[src/sv/assert_macros.svh]
// Assertion macros shared by the segmented prime counter RTL.
// Needs a clk and rst_n in the scope of use.
`ifndef ASSERT_MACROS_SVH
`define ASSERT_MACROS_SVH

// Checked at every rising clk edge, off during reset.
`define SPC_ASSERT(label, prop, msg) \
    label: assert property (@(posedge clk) disable iff (!rst_n) prop) else $error(msg);

// Implication whose consequent is checked in the cycle after the antecedent.
`define SPC_ASSERT_NEXT(label, ante, cons, msg) \
    label: assert property (@(posedge clk) disable iff (!rst_n) (ante) |=> (cons)) \
        else $error(msg);

`endif

[src/sv/spc_pkg.sv]
// Shared constants for the segmented prime counter.
// No dependencies.
package spc_pkg;
    localparam int WINDOW_DEF          = 131072;
    localparam int BASE_LIMIT_DEF      = 65536;
    localparam int BASE_PRIMES_MAX_DEF = 8192;
    localparam int RANGE_W             = 31;
    localparam int COUNT_W             = 18;
    localparam int PRIME_W             = 16;
endpackage

[src/sv/spc_rem.sv]
// Iterative remainder unit: dividend mod divisor, one quotient bit per cycle.
// Uses spc_pkg widths.
module spc_rem
(
    input  logic                            clk,
    input  logic                            rst_n,
    input  logic                            start,
    input  logic [spc_pkg::RANGE_W-1:0]     dividend,
    input  logic [spc_pkg::PRIME_W-1:0]     divisor,
    output logic                            done,
    output logic [spc_pkg::PRIME_W-1:0]     remainder
);
    localparam int CNT_W = $clog2(spc_pkg::RANGE_W + 1);

    logic [spc_pkg::RANGE_W-1:0] dvd_reg;
    logic [spc_pkg::PRIME_W-1:0] dvs_reg;
    logic [spc_pkg::PRIME_W:0]   rem_reg;
    logic [CNT_W-1:0]            cnt_reg;
    logic                        busy_reg;
    logic                        done_reg;
    logic [spc_pkg::PRIME_W:0]   shifted;

    assign shifted = {rem_reg[spc_pkg::PRIME_W-1:0], dvd_reg[spc_pkg::RANGE_W-1]};

    always_ff @(posedge clk or negedge rst_n)
    begin
        if (!rst_n)
        begin
            busy_reg <= 1'b0;
            done_reg <= 1'b0;
            cnt_reg  <= '0;
        end
        else
        begin
            done_reg <= 1'b0;
            if (start)
            begin
                busy_reg <= 1'b1;
                cnt_reg  <= CNT_W'(spc_pkg::RANGE_W);
            end
            else if (busy_reg)
            begin
                cnt_reg <= cnt_reg - 1'b1;
                if (cnt_reg == CNT_W'(1))
                begin
                    busy_reg <= 1'b0;
                    done_reg <= 1'b1;
                end
            end
        end
    end

    always_ff @(posedge clk)
    begin
        if (start)
        begin
            dvd_reg <= dividend;
            dvs_reg <= divisor;
            rem_reg <= '0;
        end
        else if (busy_reg)
        begin
            dvd_reg <= {dvd_reg[spc_pkg::RANGE_W-2:0], 1'b0};
            if (shifted >= {1'b0, dvs_reg})
                rem_reg <= shifted - {1'b0, dvs_reg};
            else
                rem_reg <= shifted;
        end
    end

    assign done      = done_reg;
    assign remainder = rem_reg[spc_pkg::PRIME_W-1:0];
endmodule

[config.mk]
export PLATFORM = sky130hd
export DESIGN_NAME = spc_rem
export DESIGN_NICKNAME = d
export VERILOG_FILES = /design/src/sv/assert_macros.svh /design/src/sv/spc_pkg.sv /design/src/sv/spc_rem.sv
export SDC_FILE = /design/constraint.sdc
export NUM_CORES = 1
export LEC_CHECK = 0
export BUFFER_PORTS_ARGS = -buffer_cell sky130_fd_sc_hd__buf_2
export CORE_ASPECT_RATIO = 1.25
export CORE_MARGIN = 5
export CORE_UTILIZATION = 30
export DETAILED_ROUTE_END_ITERATION = 16
export GPL_TIMING_DRIVEN = 0
export RECOVER_POWER = 100
export SLEW_MARGIN = 10
export SYNTH_ARGS = -nofsm -noshare
export SYNTH_HDL_FRONTEND = slang
export SYNTH_SLANG_ARGS = --single-unit
[constraint.sdc]
create_clock -name clk -period 4.7 [get_ports clk]
set_input_delay 0.705 -clock clk [delete_from_list [all_inputs] [get_ports clk]]
set_output_delay 0.705 -clock clk [all_outputs]
set_load 0.005 [all_outputs]
* Word-level counts from Yosys, hierarchy flattened *
Cells that the tools add are included.

cells by class
  shift-type cells = 0
  bitwise gates (word level) = 0
  divide/modulo/power cells = 0
  equal/unequal tests = 1
  $add $sub $neg = 2
  order comparisons = 1
  multiplexer cells = 11
  $mul = 0
  reductions and logical operators = 1

operators with widths
  kind                   count
  $mux W31               2
  $ge A17 B16 Y1         1
  $mux W16               1
  $sub A16 B16 Y16       1
  $mux W5                2
  $mux W1                6
  $eq A5 B1 Y1 const B   1
  $sub A5 B1 Y5 const B  1
  $reduce_bool A2 Y1     1

word-level totals
  register bits after elaboration = 70
  ROM bits = 0
  latch bits = 0
  logic and storage cells = 22
  memories kept = 0
  bits in writable memories = 0

* Logic depth before layout (Yosys ltp) *
Gate-level depths: netlist (run 1).

  depth in word-level cells = 4
  gate-level depth with buffers = 11
  mapped depth without buffers = 11

* Worst setup path before layout (run 1) *
Ideal clock, no wire load.

  path kind = register to register
  from = register rem_reg[14] (netlist name)
  to = register rem_reg[10] (netlist name)
  path buffers = 1
  clock period less this slack = 2,356 ps
  stages on the path, launching flop included = 10
  data required time = 4,614 ps
  setup slack = 2,344 ps
  arrival time = 2,271 ps
  path through = dfxtp_1 ha_1 a211oi_2 nand2_1 or4_4 nor3_4 nor2_4 buf_12 mux2i_1 a211oi_1

on the way
  word-level cells in the longest chain between the ends = 2

ends and longest elaborated chain
  element                   RTL line       RTL
  start: declaration        spc_rem.sv:17  logic [spc_pkg::PRIME_W:0] rem_reg;
  start signal: assignment  spc_rem.sv:65  rem_reg <= shifted - {1'b0, dvs_reg};
  start signal: assignment  spc_rem.sv:67  rem_reg <= shifted;
  $ge A17 B16 Y1            spc_rem.sv:64  if (shifted >= {1'b0, dvs_reg})
  $mux W16                  spc_rem.sv:64

No other way between the ends.
A chain may end at the register's enable or synchronous reset.

* Worst setup path in the final report (run 1) *
  from = register dvs_reg[6] (netlist name)
  to = register rem_reg[9] (netlist name)

on the way
  word-level cells in the longest chain between the ends = 2

ends and longest elaborated chain
  element                                                    RTL line                      RTL
  start: declaration                                         spc_rem.sv:16                 logic [spc_pkg::PRIME_W-1:0] dvs_reg;
  start signal: assignment                                   spc_rem.sv:58                 dvs_reg <= divisor;
  $sub A16 B16 Y16 / $ge A17 B16 Y1 (equally long branches)  spc_rem.sv:65, spc_rem.sv:64
  $mux W16 (*)                                               spc_rem.sv:64

Mark *: on every way between the ends. The rest lies on a longest branch, timed or not.

==> flow_summary_export.csv, run 1 <==
group,metric,value,unit
outcome,status,"finished clean",
drt,vias,2555,
yosys,synthCells,307,
finish,layout-drive-gt1-share,25.7,%
clock_tree,ctsHtreeMaxLevel,3,
power_and_ir_drop,p_leak,0.00178,uW
setup_path,cp_max_fo,10,
setup_path,arrival,3.62,ns
power_and_ir_drop,switchingPower,342,uW
sta,rsz0062_at_grt,"no",
sta,finalCritPeriodShare,72.0,%
setup_path,crit_required,4.94,ns
drt,viasPerCell,4.62,
yosys,yosysTopAreaCell,"edfxtp_1",
placed_design,gp_congestion,0.856,
hold_path,hold_class,"input pin to asynchronous set/reset pin",
yosys,netlist.area_leader.share,38.5,%
floorplan,pin_count,67,
finish,fin_util,36.6,%
sta,finalHoldViolCount,0,
setup_path,worstSetupPathType,"register to register",
power_and_ir_drop,p_total,1470,uW
yosys,async_flop_share,10.0,%
placed_design,hpwl,5910,um
yosys,ys_top_cells_by_count,"47 x edfxtp_1, 30 x mux2_2, 22 x inv_1",
sta,setup_viol,0,
finish,num_antenna_cells,0,
yosys,avgSynthCellArea,11.9,sq um
sta,hold-worst-slack,0.264,ns
grt,grt_overflow,0,
yosys,syn_nets,376,
floorplan,die_area,14500,sq um
yosys,ys_types,49,
sta,drv_slew,0,
sta,worst_pin_slew,1.24,ns
grt,grt.total_usage,11.5,%
clock_tree,post_cts_buffers,0,
drt,ant_nets,0,
grt,grt_pass1_vias,2745,
finish,largest_register_ffs,31,
clock_tree,cts_tree,"done",
yosys,synth-seq-cells,70,
yosys,synth_edf_count,47,
clock_tree,insertion_delay,0.33,ns
power_and_ir_drop,peakVddDrop,0.190,mV
sta,max_freq,295,MHz
drt,dr.first_iter.drc_count,97,
finish,syn_to_final_growth,20.2,%
power_and_ir_drop,power.share.combinational,10.0,%
floorplan,initial_utilization,30.4,%
flow_run,cap_viol_max_count,0,
drt,wl_per_cell,14.1,um
setup_path,end_kind,"register",
sta,max_slew_margin,17.1,%
drt,drc_errors,0,
yosys,synth.most_common_cell,"edfxtp_1",
yosys,synth_area,3670,sq um
yosys,synth.area.top_cells,"edfxtp_1 38%, mux2_2 9.2%, dfxtp_1 8.7%, ha_1 6.1%, dfrtp_1 4.8%",
power_and_ir_drop,powerDensity,334,nW/um^2
yosys,ys_warn_count,0,
floorplan,die_w,109,um
clock_tree,holdBufCountCts,0,
clock_tree,numCtsBuffers,9,
power_and_ir_drop,p_clk_share,41.2,%
power_and_ir_drop,share_seq_of_total_power,48.8,%
sta,totalNegativeSetupSlack,0,ns
power_and_ir_drop,intPower,1130,uW
drt,routed_wl,7810,um
finish,final_nets,453,
yosys,ys.flop_type,"edfxtp_1",
clock_tree,clockBufferDepth,2,
floorplan,num_rows,45,
sta,period_minus_slack,3.39,ns
grt,grt_pass1_wl,13100,um
drt,firstDrtPassIters,4,
grt,grt_antenna_before_repair,0,
power_and_ir_drop,swShare,23.2,%
placed_design,port_buffers,66,
clock_tree,cts.sinks,70,
clock_tree,clk_pin_slew,0.06,ns
setup_path,crit_path_start_kind,"register",
yosys,ys_seq_area_share,52.0,%
finish,n_fill_cell,1238,
clock_tree,post_cts_resize_count,0,
floorplan,core,12000,sq um
sta,skew,0.00956,ns
clock_tree,cts-root-buf,"clkbuf_16",
grt,grt_max_degree,32,
floorplan,die_h,134,um
[path summary, 6_finish.rpt]
path	start	cells past startpoint	end	slack, ns
worst min register to register	rem_reg[13]$_SDFFE_PP0P_	2	rem_reg[13]$_SDFFE_PP0P_	0.50
worst max-delay path	dvs_reg[6]$_DFFE_PP_	11	rem_reg[9]$_SDFFE_PP0P_	1.31
worst max register to register	dvs_reg[6]$_DFFE_PP_	11	rem_reg[9]$_SDFFE_PP0P_	1.31
min in group clk	rem_reg[13]$_SDFFE_PP0P_	2	rem_reg[13]$_SDFFE_PP0P_	0.50
worst min-delay path	rst_n	1	busy_reg$_DFF_PN0_	0.26
max in group asynchronous	rst_n	1	cnt_reg[2]$_DFFE_PN0P_	4.16
[power by group through the flow]
stage	sequential (uW)	clock, uW	combinational [uW]
2_1_floorplan	728	0	104
3_3_place_gp	732	0	147
3_5_place_dp	733	0	150
4_1_cts	721	624	151
5_1_grt	724	660	167
6_report	720	607	147
[worst max-delay path: stages, from the launching register on]
cell and delay (ns):
edfxtp_1 0.32, inv_1 0.04, ha_1 0.26, clkbuf_1 0.24, a21oi_1 0.16, o21ai_0 0.32, and2b_1 0.21, nor3_1 0.12
nor2_1 0.54, clkbuf_1 0.66, nand2_1 0.11, a311oi_1 0.31
[area by class of cell]
| cell class | count | area, sq um | area share [%] |
|---|---|---|---|
| flip-flops and latches | 70 | 1910 | 43.3 |
| multi-input cells | 202 | 1590 | 36.0 |
| repair buffers | 66 | 307 | 6.95 |
| clock buffers | 9 | 225 | 5.11 |
| well taps | 164 | 205 | 4.66 |
| inverters | 22 | 82.6 | 1.87 |
| plain buffers | 13 | 51.3 | 1.16 |
| clock inverters | 7 | 41.3 | 0.937 |
[per-layer routing]
layer  up-vias  GRT usage (%)  share of wire [%]
met4         0           4.77                2.0
met1      1189           13.2                 41
li1       1284              -                  -
met3        11           5.57                8.7
met5         -              0                  0
met2        71           18.0                 48
[logic make-up after synthesis]
group                      after synthesis  share of synthesized area (%)
AOI/OAI and AO/OA                       56                           10.6
adders and majority gates               19                           6.69
DFF                                     70                           52.0
and+or+nand+nor                         67                           9.76
buffers and inverters                   35                           4.13
muxes                                   43                           12.8
xor gates and xnor gates                17                           4.06
[per-stage QoR]
| step | cell area (sq um) | setup WS (ns) | std cells |
|---|---|---|---|
| 2_1_floorplan | 3670 | 2.34 | 307 |
| 3_3_place_gp | 4200 | 1.53 | 537 |
| 3_5_place_dp | 4200 | 1.45 | 537 |
| 4_1_cts | 4470 | 1.82 | 553 |
| 5_1_grt | 4410 | 0.975 | 553 |
| 6_report | 4410 | 1.31 | 553 |
[placed cells by master, fill, tap and decap left out, drive strengths merged, types with 2 or more instances in the layout]
master / instances
a211oi: 10
a21o: 8
a21oi: 9
a221oi: 2
a311oi: 2
a31oi: 3
and2b: 2
buf: 47
clkbuf: 41
clkinv: 5
clkinvlp: 2
dfrtp: 7
dfxtp: 16
edfxtp: 47
ha: 18
inv: 22
mux2: 30
mux2i: 13
nand2: 17
nand2b: 6
nand3: 4
nand4: 5
nor2: 19
nor3: 2
nor4: 2
o21a: 4
o21ai: 12
or3: 3
xnor2: 12
xor2: 5
(Power assumes the default switching activity.)
==> inputs of run 2 (changes only) <==
clock period = 3.16 ns   (was 4.7 ns; I/O delays follow)
==> flow_summary_export.csv, run 2 (synthesis results as in run 1) <==
group,metric,value,unit
outcome,status,"finished clean",
finish,layout-drive-gt1-share,26.7,%
finish,layout.cells.non_filler,554,
finish,final_common_cell,"buf_2",
finish,seq_area,1910,sq um
drt,firstDrtPassIters,4,
drt,viasPerCell,4.60,
flow_run,cap_viol_max_count,0,
finish,final_nets,454,
clock_tree,cts_tree,"done",
finish,largest_register_ffs,31,
drt,wl_per_cell,14.0,um
floorplan,pin_count,67,
clock_tree,insertion_delay,0.33,ns
drt,dr.first_iter.drc_count,78,
sta,worst_pin_slew,1.15,ns
floorplan,die_h,134,um
finish,final_cell_area,4450,sq um
sta,drv_slew,0,
drt,drc_errors,0,
grt,grt_pass1_vias,2751,
power_and_ir_drop,intPower,1680,uW
drt,ant_nets,0,
drt,vias,2546,
placed_design,gp_congestion,0.856,
finish,multi_input_area,1610,sq um
placed_design,hpwl,5910,um
power_and_ir_drop,p_clk_share,41.2,%
sta,finalCritPeriodShare,86.4,%
clock_tree,post_cts_buffers,0,
clock_tree,cts.sinks,70,
sta,finalHoldViolCount,0,
setup_path,worstSetupPathType,"register to register",
finish,final_cell_mix,"48 x buf_2, 47 x edfxtp_1, 30 x mux2_2, 28 x clkbuf_1, 22 x inv_1",
floorplan,die_area,14500,sq um
grt,grt.total_usage,11.5,%
clock_tree,clockBufferDepth,2,
finish,num_antenna_cells,0,
setup_path,cp_max_fo,3,
power_and_ir_drop,p_leak,0.00180,uW
setup_path,end_kind,"register",
sta,skew,0.00996,ns
sta,max_freq,366,MHz
setup_path,crit_path_start_kind,"register",
grt,grt_max_degree,32,
finish,syn_to_final_growth,21.5,%
grt,grt_overflow,0,
sta,max_slew_margin,23.3,%
power_and_ir_drop,swShare,23.3,%
finish,n_fill_cell,1230,
clock_tree,cts-root-buf,"clkbuf_16",
placed_design,placed_cell_area,4200,sq um
floorplan,die_w,109,um
power_and_ir_drop,peakVddDrop,0.282,mV
sta,totalNegativeSetupSlack,0,ns
setup_path,arrival,2.94,ns
placed_design,port_buffers,66,
placed_design,dp.cells,537,
sta,period_minus_slack,2.73,ns
clock_tree,post_cts_resize_count,0,
clock_tree,clk_pin_slew,0.06,ns
power_and_ir_drop,power.share.combinational,10.0,%
power_and_ir_drop,share_seq_of_total_power,48.8,%
power_and_ir_drop,powerDensity,493,nW/um^2
floorplan,core,12000,sq um
power_and_ir_drop,switchingPower,510,uW
floorplan,initial_utilization,30.4,%
grt,grt_antenna_before_repair,0,
clock_tree,numCtsBuffers,9,
floorplan,num_rows,45,
sta,setup_viol,0,
setup_path,crit_required,3.37,ns
sta,hold-worst-slack,0.314,ns
hold_path,hold_class,"input pin to register",
drt,routed_wl,7760,um
clock_tree,ctsHtreeMaxLevel,3,
grt,grt_pass1_wl,13100,um
sta,rsz0062_at_grt,"no",
[run 2: layout make-up]
class | instances | area share, %
Buffer | 13 | 1.52
Clock buffer | 9 | 5.06
Clock inverter | 7 | 0.927
Sequential cell | 70 | 42.8
Tap cell | 164 | 4.61
Timing Repair Buffer | 67 | 7.13
Inverter | 22 | 1.85
Multi-Input combinational cell | 202 | 36.1
[run 2: power by group through the flow]
stage / clock network [uW] / logic, uW / registers [uW]
floorplan: 0 / 154 / 1080
global placement: 0 / 219 / 1090
detailed placement: 0 / 224 / 1090
CTS: 928 / 226 / 1070
global route: 981 / 249 / 1080
finish: 904 / 220 / 1070
[run 2: repair_timing]
action	4_1_cts	5_1_grt
hold endpoints to repair	7	0
hold buffers	1	0
endpoints found under the setup margin	0	0
[run 2: path summary, 6_finish.rpt]
| kind | from | to | slack, ns | depth (start not counted) |
|---|---|---|---|---|
| setup / recovery | dvd_reg[30]$_DFFE_PP_ | rem_reg[14]$_SDFFE_PP0P_ | 0.43 | 11 |
| hold / removal | divisor[7] | dvs_reg[7]$_DFFE_PP_ | 0.31 | 1 |
| setup reg to reg | dvd_reg[30]$_DFFE_PP_ | rem_reg[14]$_SDFFE_PP0P_ | 0.43 | 11 |
| hold reg to reg | rem_reg[13]$_SDFFE_PP0P_ | rem_reg[13]$_SDFFE_PP0P_ | 0.50 | 2 |
| max in group asynchronous | rst_n | cnt_reg[2]$_DFFE_PN0P_ | 2.30 | 2 |
| min in group asynchronous | rst_n | busy_reg$_DFF_PN0_ | 0.58 | 2 |
[run 2: critical path, stage by stage (launching register included)]
cell	delay, ns
edfxtp_1	0.37
inv_1	0.07
ha_1	0.15
inv_1	0.05
fa_1	0.41
a21o_1	0.23
a221oi_1	0.56
o221ai_1	0.24
a21oi_1	0.23
xnor2_1	0.08
mux2i_1	0.14
o21ai_0	0.08
[run 2: per-layer routing]
layer	global-route usage (%)	share of wire [%]
met5	0	0
met4	4.77	2.2
met3	5.57	8.2
met2	18.0	48
met1	13.2	41
[run 2: per-stage QoR]
| step | power, uW | util (%) | worst slack [ns] |
|---|---|---|---|
| 4_1_cts | 2230 | 37.2 | 0.485 |
| 3_5_place_dp | 1310 | 34.9 | 0.138 |
| 2_1_floorplan | 1240 | - | 0.804 |
| 6_report | 2190 | 37.0 | 0.431 |
| 3_3_place_gp | 1310 | 34.9 | 0.218 |
| 5_1_grt | 2310 | 37.0 | 0.297 |
